==> src/hdl/sac_pkg.sv <==
// Shared types and constants for the set-associative cache model
`timescale 1ns / 1ps

package sac_pkg;

  // address and tag geometry
  localparam int ADDR_W = 32;
  localparam int TAG_W  = 30;

  // result widths
  localparam int COST_W = 18;
  localparam int CNT_W  = 32;
  localparam int CYC_W  = 48;

  // configuration port
  localparam int CFG_W     = 4;
  localparam int CFG_IDX_W = 3;

  localparam logic [CFG_IDX_W-1:0] CFG_BLOCK_LOG2 = 3'd0;
  localparam logic [CFG_IDX_W-1:0] CFG_SET_LOG2   = 3'd1;
  localparam logic [CFG_IDX_W-1:0] CFG_LRU        = 3'd2;
  localparam logic [CFG_IDX_W-1:0] CFG_WRITE_BACK = 3'd3;
  localparam logic [CFG_IDX_W-1:0] CFG_WRITE_ALLOC = 3'd4;

  localparam logic [CFG_W-1:0] BBL_MIN   = 4'd2;
  localparam logic [CFG_W-1:0] BBL_MAX   = 4'd12;
  localparam logic [CFG_W-1:0] BBL_RESET = 4'd4;
  localparam int               SCL_RESET = 8;

  // access kind
  localparam logic KIND_STORE = 1'b1;

  // cost model: a fill is (block bytes / 4) * 100 = 25 << block log2
  localparam logic [COST_W-1:0] FILL_UNIT = 18'd25;
  localparam logic [COST_W-1:0] WT_COST   = 18'd100;
  localparam logic [COST_W-1:0] HIT_COST  = 18'd1;

  // one finished access, handed to the statistics block
  typedef struct packed {
    logic              valid;
    logic              store;
    logic              hit;
    logic [COST_W-1:0] cost;
  } stat_upd_t;

endpackage

==> src/hdl/sac_stats.sv <==
// Running access totals and charged-cycle accumulator, all saturating
`timescale 1ns / 1ps

module sac_stats (
  input  logic                      clk,
  input  logic                      rst_n,
  input  sac_pkg::stat_upd_t        upd,
  output logic [sac_pkg::CNT_W-1:0] load_cnt_r,
  output logic [sac_pkg::CNT_W-1:0] store_cnt_r,
  output logic [sac_pkg::CNT_W-1:0] load_hit_cnt_r,
  output logic [sac_pkg::CNT_W-1:0] load_miss_cnt_r,
  output logic [sac_pkg::CNT_W-1:0] store_hit_cnt_r,
  output logic [sac_pkg::CNT_W-1:0] store_miss_cnt_r,
  output logic [sac_pkg::CYC_W-1:0] cyc_total_r
);

  function automatic logic [sac_pkg::CNT_W-1:0] sat_inc(input logic [sac_pkg::CNT_W-1:0] v);
    return (&v) ? v : v + 1'b1;
  endfunction

  logic [sac_pkg::CYC_W:0] cyc_sum;

  assign cyc_sum = {1'b0, cyc_total_r} + (sac_pkg::CYC_W + 1)'(upd.cost);

  always_ff @(posedge clk) begin
    if (!rst_n) begin
      load_cnt_r       <= '0;
      store_cnt_r      <= '0;
      load_hit_cnt_r   <= '0;
      load_miss_cnt_r  <= '0;
      store_hit_cnt_r  <= '0;
      store_miss_cnt_r <= '0;
      cyc_total_r      <= '0;
    end else if (upd.valid) begin
      if (upd.store == sac_pkg::KIND_STORE) begin
        store_cnt_r <= sat_inc(store_cnt_r);
        if (upd.hit) begin
          store_hit_cnt_r <= sat_inc(store_hit_cnt_r);
        end else begin
          store_miss_cnt_r <= sat_inc(store_miss_cnt_r);
        end
      end else begin
        load_cnt_r <= sat_inc(load_cnt_r);
        if (upd.hit) begin
          load_hit_cnt_r <= sat_inc(load_hit_cnt_r);
        end else begin
          load_miss_cnt_r <= sat_inc(load_miss_cnt_r);
        end
      end
      // carry out of the 48-bit sum pins the total at all ones
      cyc_total_r <= cyc_sum[sac_pkg::CYC_W] ? '1 : cyc_sum[sac_pkg::CYC_W-1:0];
    end
  end

endmodule

==> config.mk <==
export PLATFORM = sky130hd
export DESIGN_NAME = sac_stats
export DESIGN_NICKNAME = d
export VERILOG_FILES = /design/src/hdl/sac_pkg.sv /design/src/hdl/sac_stats.sv
export SDC_FILE = /design/constraint.sdc
export NUM_CORES = 1
export LEC_CHECK = 0
export ABC_AREA = 1
export BUFFER_PORTS_ARGS = -buffer_cell sky130_fd_sc_hd__buf_2
export CAP_MARGIN = 25
export CORE_MARGIN = 3
export CORE_UTILIZATION = 49
export CTS_CLUSTER_SIZE = 14
export DETAILED_ROUTE_END_ITERATION = 6
export HOLD_SLACK_MARGIN = 0.03
export PLACE_DENSITY = 0.75
export SYNTH_ARGS = -nofsm -noshare
export SYNTH_HDL_FRONTEND = slang
export SYNTH_SLANG_ARGS = --single-unit
==> constraint.sdc <==
create_clock -name clk -period 2.8 [get_ports clk]
set_input_delay 0.56 -clock clk [delete_from_list [all_inputs] [get_ports clk]]
set_output_delay 0.56 -clock clk [all_outputs]
set_load 0.01 [all_outputs]
After elaboration in Yosys (flattened, before gate mapping)
Cells that the tools add are included.
Operators by class
  magnitude comparators: 0
  equal/unequal tests: 0
  bitwise operators: 8
  add/sub/neg operators: 7
  reductions and logical operators: 12
  multiplexer cells: 1
  div/mod/pow operators: 0
  shift-type cells: 0
  $mul: 0
Operators with widths (number)
  32-bit by 1-bit adder with 32-bit output, second input constant: 6
  32-bit AND reduction: 6
  48-bit by 18-bit adder with 49-bit output: 1
  48-bit two-way mux: 1
  4-bit AND reduction: 4
  1-bit NOT: 8
  3-bit AND reduction: 2
Word-level totals
  logic and storage cells: 35
  memories kept: 0
  latch bits: 0
  ROM bits: 0
  RAM bits: 0
  output and inout port bits: 240
  input port bits: 23
  flip-flop bits (word level): 240

Longest topological paths before layout
Gate-level depths: netlist of the first run.
  word-level depth: 3
  mapped depth: 17
  gate-level depth less buffers: 16

Worst setup path after synthesis of the first run
No wires, ideal clock.
  path type: in2reg
  start point: input port upd[0] (netlist bit)
  end point: register cyc_total_r[22] (netlist bit)
  slack: 0.397 ns
  data required time: 2.691 ns
  buffers on the path: 0
  data arrival time: 2.294 ns
  cell stages on the path: 12
  library setup time: 0.109 ns
  path through: ha_1 > fa_1 > nand3_1 > nand3_1 > a21oi_1 > inv_1 > nand2_1 > nand3_1 > nand3b_1 > nand3_1 > nand2_1 > inv_1
Between the ends
  cells in the longest elaborated chain, start to end: 2
RTL lines
  from (decl): line sac_stats.sv:7  | input sac_pkg::stat_upd_t upd,
  48-bit by 18-bit adder with 49-bit output: line sac_stats.sv:23  | assign cyc_sum = {1'b0, cyc_total_r} + (sac_pkg::CYC_W + 1)'(upd.cost);
  48-bit two-way mux: line sac_stats.sv:51  | cyc_total_r <= cyc_sum[sac_pkg::CYC_W] ? '1 : cyc_sum[sac_pkg::CYC_W-1:0];
  to (signal assigned): line sac_stats.sv:51
  to (decl): line sac_stats.sv:14  | output logic [sac_pkg::CYC_W-1:0] cyc_total_r
Every way passes these cells.
A chain may end at the register's enable or synchronous reset.

Worst setup path after layout of the first run
  start point: register store_cnt_r[0] (netlist bit)
  end point: register store_cnt_r[20] (netlist bit)
Between the ends
  cells in the longest elaborated chain, start to end: 3
  elaborated cells between the ends (all ways): 4
  those cells by class: 1 x add/sub; 1 x bitwise; 2 x reduce/logical
RTL lines
  from (decl): line sac_stats.sv:9  | output logic [sac_pkg::CNT_W-1:0] store_cnt_r,
  from (signal assigned): line sac_stats.sv:36  | store_cnt_r <= sat_inc(store_cnt_r);
  parallel branches: the longest is 3 deep, another holds 32-bit by 1-bit adder with 32-bit output
Several ways; the timed one is not identified.

==> flow_summary.json, run 1 <==
{
  "grt_pass1_vias": 14990,
  "layout_common_cells": "732 x nand2_1, 280 x nor2_1, 261 x buf_2",
  "wl_met2_um": 21380,
  "synth_area_um2": 15060,
  "final_cells": 3042,
  "antenna_left": 0,
  "powerDensity_nw_per_um2": 464.9,
  "drt-met1-wl_um": 20290,
  "crit_type": "flip-flop to flip-flop",
  "n_fill_cell": 2928,
  "cts_max_level": 1,
  "synth_nets": 2427,
  "finalSetupTns_ns": 0,
  "post_cts_resize_count": 0,
  "core_area_um2": 29950,
  "synth_seq_area_share_pct": 31.90,
  "die_area_um2": 32880,
  "irDropWorstVdd_mv": 0.4762,
  "clock_skew_ns": 0.02413,
  "ioPinCount": 263,
  "netlist_instances": 2379,
  "postSynthAreaPerCell_um2": 6.331,
  "synthToLayoutAreaGrowth_pct": 18.26,
  "fin_crit_sh_pct": 84.85,
  "vias": 16420,
  "diodes": 0,
  "drt_first_pass_iters": 5,
  "fmax_mhz": 420.9,
  "cap_viol_max_count": 0,
  "root_buffer": "clkbuf_16",
  "dp_hpwl_um": 35480,
  "crit_required_ns": 3.23,
  "die_width_um": 181.3,
  "finalCriticalPeriod_ns": 2.376,
  "drive_gt1_share_pct": 14.74,
  "wire_per_inst_um": 15.38,
  "critPathCaptureType": "flip-flop",
  "synth_seq_cells": 240,
  "finalSetupViolCount": 0,
  "dpl_cell_area_um2": 16780,
  "path_max_fanout": 23,
  "worst_hold_slack_ns": 0.3945,
  "drtIter0Drc": 1435,
  "synth.top_cell.area_share_pct": 31.90,
  "clk_pin_slew_ns": 0.06,
  "cts_sinks": 240,
  "fin_area_um2": 17810,
  "grt_pass1_wl_um": 75470,
  "critPathLaunchType": "flip-flop",
  "worst_slew_margin_rel_pct": 39.93,
  "drc": 0,
  "worst_slew_pin_slew_ns": 0.9001,
  "antenna_found_initial": 1,
  "yosys.cell_types.count": 44,
  "cts_buffers": 28,
  "worstPathArrival_ns": 2.81,
  "rsz0062_at_grt": "no",
  "io_buffers": 262,
  "synth_top_area_cell": "dfxtp_1",
  "ys_async_sr_fraction_pct": 0,
  "wl_met3_um": 3596,
  "cts.path.max_buffers": 3,
  "hold_path.class": "input pin to flip-flop",
  "finalMaxSlewViolations": 0,
  "clk_latency_ns": 0.56,
  "start_util_pct": 50.28,
  "nNetsFinal": 2679,
  "grt.total_usage_pct": 26.96,
  "mostFrequentLayoutCell": "nand2_1",
  "grt_max_degree": 88,
  "rows": 63,
  "cts_tree": "yes",
  "postCtsSetupRepairBufs": 0,
  "ys.flop_type": "dfxtp_1",
  "grt_overflow_total": 0,
  "die_h_um": 181.3,
  "yosys-top-cells-area": "dfxtp_1 32%, nand2_1 18%, nor2_1 7.0%, inv_1 6.0%, a21oi_1 5.9%",
  "cts_hold_buf": 0,
  "globalplace.congestion": 1.000,
  "dp.cells": 2991,
  "p_leak_nw": 7.654,
  "hold_viol": 0,
  "synth-edff-count": 0,
  "status": "completed",
  "vias_per_cell": 5.398,
  "highest_layer": "met5",
  "drt_wl_total_um": 46780,
  "yosys_warnings": 0
}
-- worst paths after layout --
check	start	end	slack (ns)	depth (start not counted)
min	rst_n	load_hit_cnt_r[26]$_SDFFE_PN0P_	0.39	3
max reg2reg	store_cnt_r[0]$_SDFFE_PN0P_	store_cnt_r[20]$_SDFFE_PN0P_	0.42	11
min reg2reg	store_cnt_r[28]$_SDFFE_PN0P_	store_cnt_r[28]$_SDFFE_PN0P_	0.48	2
max	store_cnt_r[0]$_SDFFE_PN0P_	store_cnt_r[20]$_SDFFE_PN0P_	0.42	11
-- through the flow --
step / power (mW) / setup WS, ns / utilization, %
2_1_floorplan: 4.078 / 0.3974 / -
3_3_place_gp: 4.324 / 0.1668 / 56.02
3_5_place_dp: 4.324 / 0.1394 / 56.02
4_1_cts: 8.358 / 0.4055 / 59.46
5_1_grt: 8.590 / 0.1043 / 59.46
6_report: 8.280 / 0.4241 / 59.46
-- per-layer routing --
layer	GRT usage [%]	up-vias
li1	-	8184
met1	35.75	7527
met2	45.28	616
met3	4.429	93
met4	7.861	2
met5	0	-
-- state kept, by name, summed over array words and instances, names as in the netlist --
register          cells
store_miss_cnt_r     32
load_cnt_r           32
store_cnt_r          32
load_miss_cnt_r      32
cyc_total_r          48
load_hit_cnt_r       32
store_hit_cnt_r      32
-- critical path: stages (launching register included) --
cell,delay [ns]
dfxtp_1,0.39
ha_1,0.24
nand2_1,0.07
nor2_1,0.22
nand3_1,0.22
nor2_2,0.23
nand2_1,0.09
nand2_2,0.23
inv_2,0.23
nand2_1,0.13
xor2_1,0.15
nor2_1,0.05
-- logic make-up (layout without fill, tap and decap cells) --
| group | after synthesis | count (layout) | synth area share, % |
|---|---|---|---|
| AND/OR/NAND/NOR | 1407 | 1407 | 40.72 |
| buffers and inverters | 316 | 589 | 8.507 |
| AO/OA/AOI/OAI | 258 | 258 | 9.014 |
| flip-flops | 240 | 240 | 31.90 |
| XOR/XNOR | 133 | 133 | 7.734 |
| adder cells (fa/ha/maj) | 25 | 25 | 2.127 |
-- cell type report --
class | count | area (um^2) | area share [%]
Clock inverter | 11 | 196.4 | 1.103
Tap cell | 390 | 488.0 | 2.740
Multi-Input combinational cell | 1823 | 8975 | 50.39
Sequential cell | 240 | 4805 | 26.98
Clock buffer | 40 | 835.8 | 4.693
Inverter | 251 | 947.2 | 5.318
Timing Repair Buffer | 287 | 1564 | 8.781
-- report_power, final --
group / total (mW) / switching [mW] / leakage (nW) / internal (mW)
Clock: 4.02 / 1.49 / 0.503 / 2.53
Combinational: 0.758 / 0.510 / 5.21 / 0.248
Sequential: 3.50 / 0.0420 / 1.94 / 3.46
-- synth_stat cells (2+ instances only) --
cell type  count
a21oi_1      178
a21oi_2        5
a31oi_1        4
a31oi_2        3
and2_1         5
and3_1         9
buf_1          2
buf_2         20
buf_4          6
buf_6          6
clkbuf_1      31
dfxtp_1      240
ha_1          24
inv_1        239
inv_2         10
nand2_1      732
nand2_2       10
nand3_1      124
nand3_2        7
nand3b_1       9
nand4_1       74
nor2_1       280
nor2_2         3
nor2_4         3
nor3_1       102
nor3_2         8
nor3b_1       11
nor4_1        23
o21a_1         2
o21ai_0       59
o21bai_1       6
xnor2_1       36
xor2_1        97
No activity file was read; power rests on OpenSTA's default activity.
==> inputs of run 2 (changes only) <==
clock period = 2.44 ns   (was 2.8 ns; I/O delays follow)
==> flow_summary.json, run 2 (synthesis results as in run 1) <==
{
  "rows": 63,
  "grt_pass1_wl_um": 78570,
  "worst_slew_pin_slew_ns": 0.6701,
  "rr_worst_depth": 12,
  "drt_first_pass_iters": 6,
  "io_buffers": 262,
  "p_leak_nw": 7.878,
  "die_area_um2": 32880,
  "drc": 0,
  "r2r_slack_ns": 0.23,
  "finalSetupTns_ns": 0,
  "reg2reg_to": "cyc_total_r[16]$_SDFFE_PN0P_",
  "fin_crit_sh_pct": 90.68,
  "finalSetupViolCount": 0,
  "crit_type": "flip-flop to flip-flop",
  "worst_slew_margin_rel_pct": 54.92,
  "fmax_mhz": 452.0,
  "cpMostUsedCell": "nand3_1",
  "critPathTopFamily": "adder cells",
  "dp_hpwl_um": 37320,
  "fin_area_um2": 18130,
  "vias_per_cell": 5.372,
  "crit_buf_inv": 2,
  "largest_reg_flops": 48,
  "die_h_um": 181.3,
  "drive_gt1_share_pct": 16.24,
  "finalCriticalPeriod_ns": 2.213,
  "dpl_cell_area_um2": 17140,
  "powerDensity_nw_per_um2": 521.7,
  "status": "completed",
  "clk_latency_ns": 0.55,
  "cp.depth": 12,
  "rsz0062_at_grt": "no",
  "drt_wl_total_um": 48830,
  "vias": 16620,
  "ioPinCount": 263,
  "cp_slowest_stage_delay_ns": 0.39,
  "clk_pin_slew_ns": 0.06,
  "grt_overflow_total": 0,
  "start_util_pct": 50.28,
  "cts_max_level": 1,
  "clock_skew_ns": 0.01195,
  "grt_max_degree": 67,
  "cts_tree": "yes",
  "cp-startpoint": "cyc_total_r[0]$_SDFFE_PN0P_",
  "irDropWorstVdd_mv": 0.4730,
  "antenna_found_initial": 2,
  "grt_pass1_vias": 15410,
  "critPathLaunchType": "flip-flop",
  "post-place-ws_ns": -0.02611,
  "root_buffer": "clkbuf_16",
  "dp.cells": 3041,
  "globalplace.congestion": 0.9979,
  "cts_hold_buf": 0,
  "cts_buffers": 28,
  "path_max_fanout": 3,
  "worstPathArrival_ns": 2.64,
  "layout_common_cells": "732 x nand2_1, 280 x nor2_1, 261 x buf_2",
  "crit_required_ns": 2.87,
  "rr_startpoint": "cyc_total_r[0]$_SDFFE_PN0P_",
  "hold_viol": 0,
  "core_area_um2": 29950,
  "critPathCaptureType": "flip-flop",
  "drtIter0Drc": 1322,
  "finalMaxSlewViolations": 0,
  "cts_sinks": 240,
  "wire_per_inst_um": 15.78,
  "regMostFlops": "cyc_total_r",
  "worst_slack_ns": 0.2275,
  "nNetsFinal": 2729,
  "cp_cell_sequence": "ha_1, fa_1, nand3_1, nand3_1, buf_4, buf_4, nand2_1, nand3_1, nand3_1, nand2_1, xnor2_1, a21oi_1",
  "mostFrequentLayoutCell": "nand2_1",
  "hold_path.class": "input pin to flip-flop",
  "cts.path.max_buffers": 3,
  "slowest_stage": "fa_1",
  "whs_path_depth": 4,
  "critPathCapture": "cyc_total_r[16]$_SDFFE_PN0P_",
  "cap_viol_max_count": 0,
  "antenna_left": 0,
  "synthToLayoutAreaGrowth_pct": 20.39,
  "die_width_um": 181.3,
  "final_cells": 3094,
  "grt.total_usage_pct": 28.37
}
## run 2: cell count changes in the layout (fill, tap and decap cells not counted), sizes merged
cell and delta:
diode +1, clkinv +2, bufinv -1, buf +50
## run 2: stage by stage
stage	power [mW]	utilization, %	hold WS, ns
5_1_grt	9.796	60.53	0.3977
2_1_floorplan	4.680	-	0.4913
3_5_place_dp	5.039	57.23	0.4711
6_report	9.460	60.53	0.3795
3_3_place_gp	5.030	57.23	0.4642
4_1_cts	9.531	60.51	0.3640
## run 2: area by class of cell
class / count / area (um^2)
Antenna cell: 1 / 2.502
Clock buffer: 40 / 817.0
Clock inverter: 12 / 165.2
Fill cell: 2925 / 11820
Inverter: 251 / 947.2
Multi-Input combinational cell: 1823 / 8980
Sequential cell: 240 / 4805
Tap cell: 390 / 488.0
Timing Repair Buffer: 337 / 1927
## run 2: worst min path at each step
stage | start | end | slack, ns
floorplan | store_miss_cnt_r[2]$_SDFFE_PN0P_ | store_miss_cnt_r[2]$_SDFFE_PN0P_ | 0.49
global placement | store_cnt_r[28]$_SDFFE_PN0P_ | store_cnt_r[28]$_SDFFE_PN0P_ | 0.46
detailed placement | store_cnt_r[28]$_SDFFE_PN0P_ | store_cnt_r[28]$_SDFFE_PN0P_ | 0.47
CTS | rst_n | cyc_total_r[25]$_SDFFE_PN0P_ | 0.36
global route | rst_n | load_hit_cnt_r[21]$_SDFFE_PN0P_ | 0.40
finish | upd[0] | cyc_total_r[0]$_SDFFE_PN0P_ | 0.38
## run 2: where the power goes
group / switching (mW) / internal [mW]
logic: 0.607 / 0.341
registers: 0.0483 / 3.97
clock network: 1.75 / 2.74
## run 2: per-layer routing
layer	up-vias	wire, um	track usage, %
li1	8302	-	-
met1	7610	20970	37.16
met2	600	22950	48.34
met3	107	3323	4.288
met4	2	1579	8.592
met5	-	12	0
## run 2: worst register-to-register path, stage by stage (launching register included)
cell	delay, ns
dfxtp_1	0.32
ha_1	0.22
fa_1	0.39
nand3_1	0.12
nand3_1	0.18
buf_4	0.20
buf_4	0.13
nand2_1	0.05
nand3_1	0.09
nand3_1	0.08
nand2_1	0.06
xnor2_1	0.16
a21oi_1	0.10
## run 2: repair_timing
action	in CTS	in global routing
setup endpoints to repair	0	7
setup buffers	0	0
resized for setup	0	1
==> inputs of run 3 (changes only) <==
CORE_ASPECT_RATIO = 1.4   (was default)
==> flow_summary.json, run 3 (synthesis results as in run 1) <==
{
  "start_util_pct": 50.00,
  "die_h_um": 213.4,
  "fmax_mhz": 439.5,
  "drc": 0,
  "cts_hold_buf": 0,
  "regArea_um2": 4805,
  "final_cells": 3078,
  "slowest_stage": "fa_1",
  "worst_slew_margin_rel_pct": 59.01,
  "cts_buffers": 27,
  "critPathLaunchType": "flip-flop",
  "nNetsFinal": 2720,
  "r2r_slack_ns": 0.16,
  "grt.total_usage_pct": 28.37,
  "finalSetupViolCount": 0,
  "hold_viol": 0,
  "dp_hpwl_um": 37440,
  "post_cts_resize_count": 0,
  "fin_crit_sh_pct": 93.26,
  "n_fill_cell": 2960,
  "hold_path.class": "input pin to flip-flop",
  "clk_pin_slew_ns": 0.06,
  "diodes": 0,
  "cp-startpoint": "cyc_total_r[0]$_SDFFE_PN0P_",
  "cts_sinks": 240,
  "drive_gt1_share_pct": 16.12,
  "vias": 16720,
  "status": "completed",
  "postCtsSetupRepairBufs": 0,
  "drt_first_pass_iters": 5,
  "critPathCaptureType": "flip-flop",
  "crit_type": "flip-flop to flip-flop",
  "antenna_found_initial": 1,
  "root_buffer": "clkbuf_16",
  "cts_tree": "yes",
  "cp_slowest_stage_delay_ns": 0.40,
  "die_width_um": 154.2,
  "drtIter0Drc": 852,
  "powerDensity_nw_per_um2": 501.7,
  "path_max_fanout": 3,
  "ioPinCount": 263,
  "worstPathArrival_ns": 2.77,
  "crit_required_ns": 2.93,
  "largest_reg_flops": 48,
  "fin_area_um2": 17940,
  "vias_per_cell": 5.432,
  "p_leak_nw": 7.790,
  "synthToLayoutAreaGrowth_pct": 19.13,
  "grt_max_degree": 49,
  "reg2reg_to": "cyc_total_r[44]$_SDFFE_PN0P_",
  "dp.cells": 3028,
  "finalMaxSlewViolations": 0,
  "cts_max_level": 1,
  "critPathCapture": "cyc_total_r[44]$_SDFFE_PN0P_",
  "irDropWorstVdd_mv": 0.6198,
  "dpl_cell_area_um2": 17060,
  "layout_common_cells": "732 x nand2_1, 280 x nor2_1, 261 x buf_2",
  "cts.path.max_buffers": 3,
  "finalCriticalPeriod_ns": 2.276,
  "critPathTopFamily": "simple AND/OR/NAND/NOR gates",
  "globalplace.congestion": 0.9964,
  "crit_buf_inv": 2,
  "multi_input_area_um2": 8980,
  "antenna_left": 0,
  "drt_wl_total_um": 48830,
  "rsz0062_at_grt": "no",
  "cp_cell_sequence": "ha_1, fa_1, nand3_1, nand3_1, buf_4, buf_4, nand3_1, nand3_1, nand2_1, nand3_1, nand3_1, nand2_1, a21oi_1",
  "cpMostUsedCell": "nand3_1",
  "grt_overflow_total": 0,
  "grt_pass1_wl_um": 77940,
  "rr_worst_depth": 13,
  "die_area_um2": 32910,
  "clk_latency_ns": 0.56,
  "grt_pass1_vias": 15730,
  "rr_startpoint": "cyc_total_r[0]$_SDFFE_PN0P_",
  "mostFrequentLayoutCell": "nand2_1",
  "clock_skew_ns": 0.02468,
  "worst_slew_pin_slew_ns": 0.6092,
  "cp.depth": 13,
  "core_area_um2": 30120,
  "io_buffers": 262,
  "wire_per_inst_um": 15.86,
  "rows": 75,
  "regMostFlops": "cyc_total_r",
  "cap_viol_max_count": 0
}
[run 3: where the power goes]
part           internal, mW  switching [mW]
sequential             3.97          0.0510
combinational         0.332           0.607
clock                  2.29            1.75
[run 3: final cells by class]
type	count	share of cell area, %
Multi-Input combinational cell	1823	50.05
Inverter	251	5.279
Sequential cell	240	26.78
Clock inverter	17	0.7043
Timing Repair Buffer	329	10.33
Tap cell	385	2.685
Clock buffer	33	4.170
[run 3: how the worst min path moves through the flow]
| stage | startpoint | to | slack [ns] | depth (start not counted) |
|---|---|---|---|---|
| after floorplan | store_miss_cnt_r[2]$_SDFFE_PN0P_ | store_miss_cnt_r[2]$_SDFFE_PN0P_ | 0.49 | 2 |
| after global placement | store_miss_cnt_r[31]$_SDFFE_PN0P_ | store_miss_cnt_r[31]$_SDFFE_PN0P_ | 0.47 | 2 |
| after detailed placement | store_miss_cnt_r[31]$_SDFFE_PN0P_ | store_miss_cnt_r[31]$_SDFFE_PN0P_ | 0.47 | 2 |
| after CTS | upd[0] | cyc_total_r[0]$_SDFFE_PN0P_ | 0.34 | 4 |
| after global routing | upd[0] | cyc_total_r[0]$_SDFFE_PN0P_ | 0.40 | 4 |
| final | upd[0] | cyc_total_r[0]$_SDFFE_PN0P_ | 0.36 | 4 |
[run 3: worst register-to-register path, delay by kind of cell, from the launching register on]
family / cells / cell delay (ns)
flops: 1 / 0.32
compound gates: 1 / 0.13
buf+inv: 2 / 0.31
simple gates: 8 / 0.84
fa+ha+maj: 2 / 0.60
[run 3: routing by layer]
metal | GRT usage [%] | up-vias | wire length [um]
li1 | - | 8274 | -
met1 | 31.81 | 7657 | 18560
met2 | 51.28 | 638 | 24100
met3 | 5.068 | 148 | 3350
met4 | 14.90 | 2 | 2808
met5 | 0 | - | 9
[run 3: per-stage QoR]
step / hold slack [ns] / setup slack (ns) / TNS (ns) / power, mW / utilization (%)
floorplan: 0.4913 / 0.1094 / 0 / 4.680 / -
global placement: 0.4710 / -0.01030 / -0.02474 / 5.012 / 56.64
CTS: 0.3418 / 0.08243 / 0 / 9.078 / 59.55
finish: 0.3598 / 0.1644 / 0 / 9.001 / 59.56
detailed placement: 0.4705 / -0.01602 / -0.03593 / 5.028 / 56.64
global route: 0.3956 / 0.02047 / 0 / 9.344 / 59.56
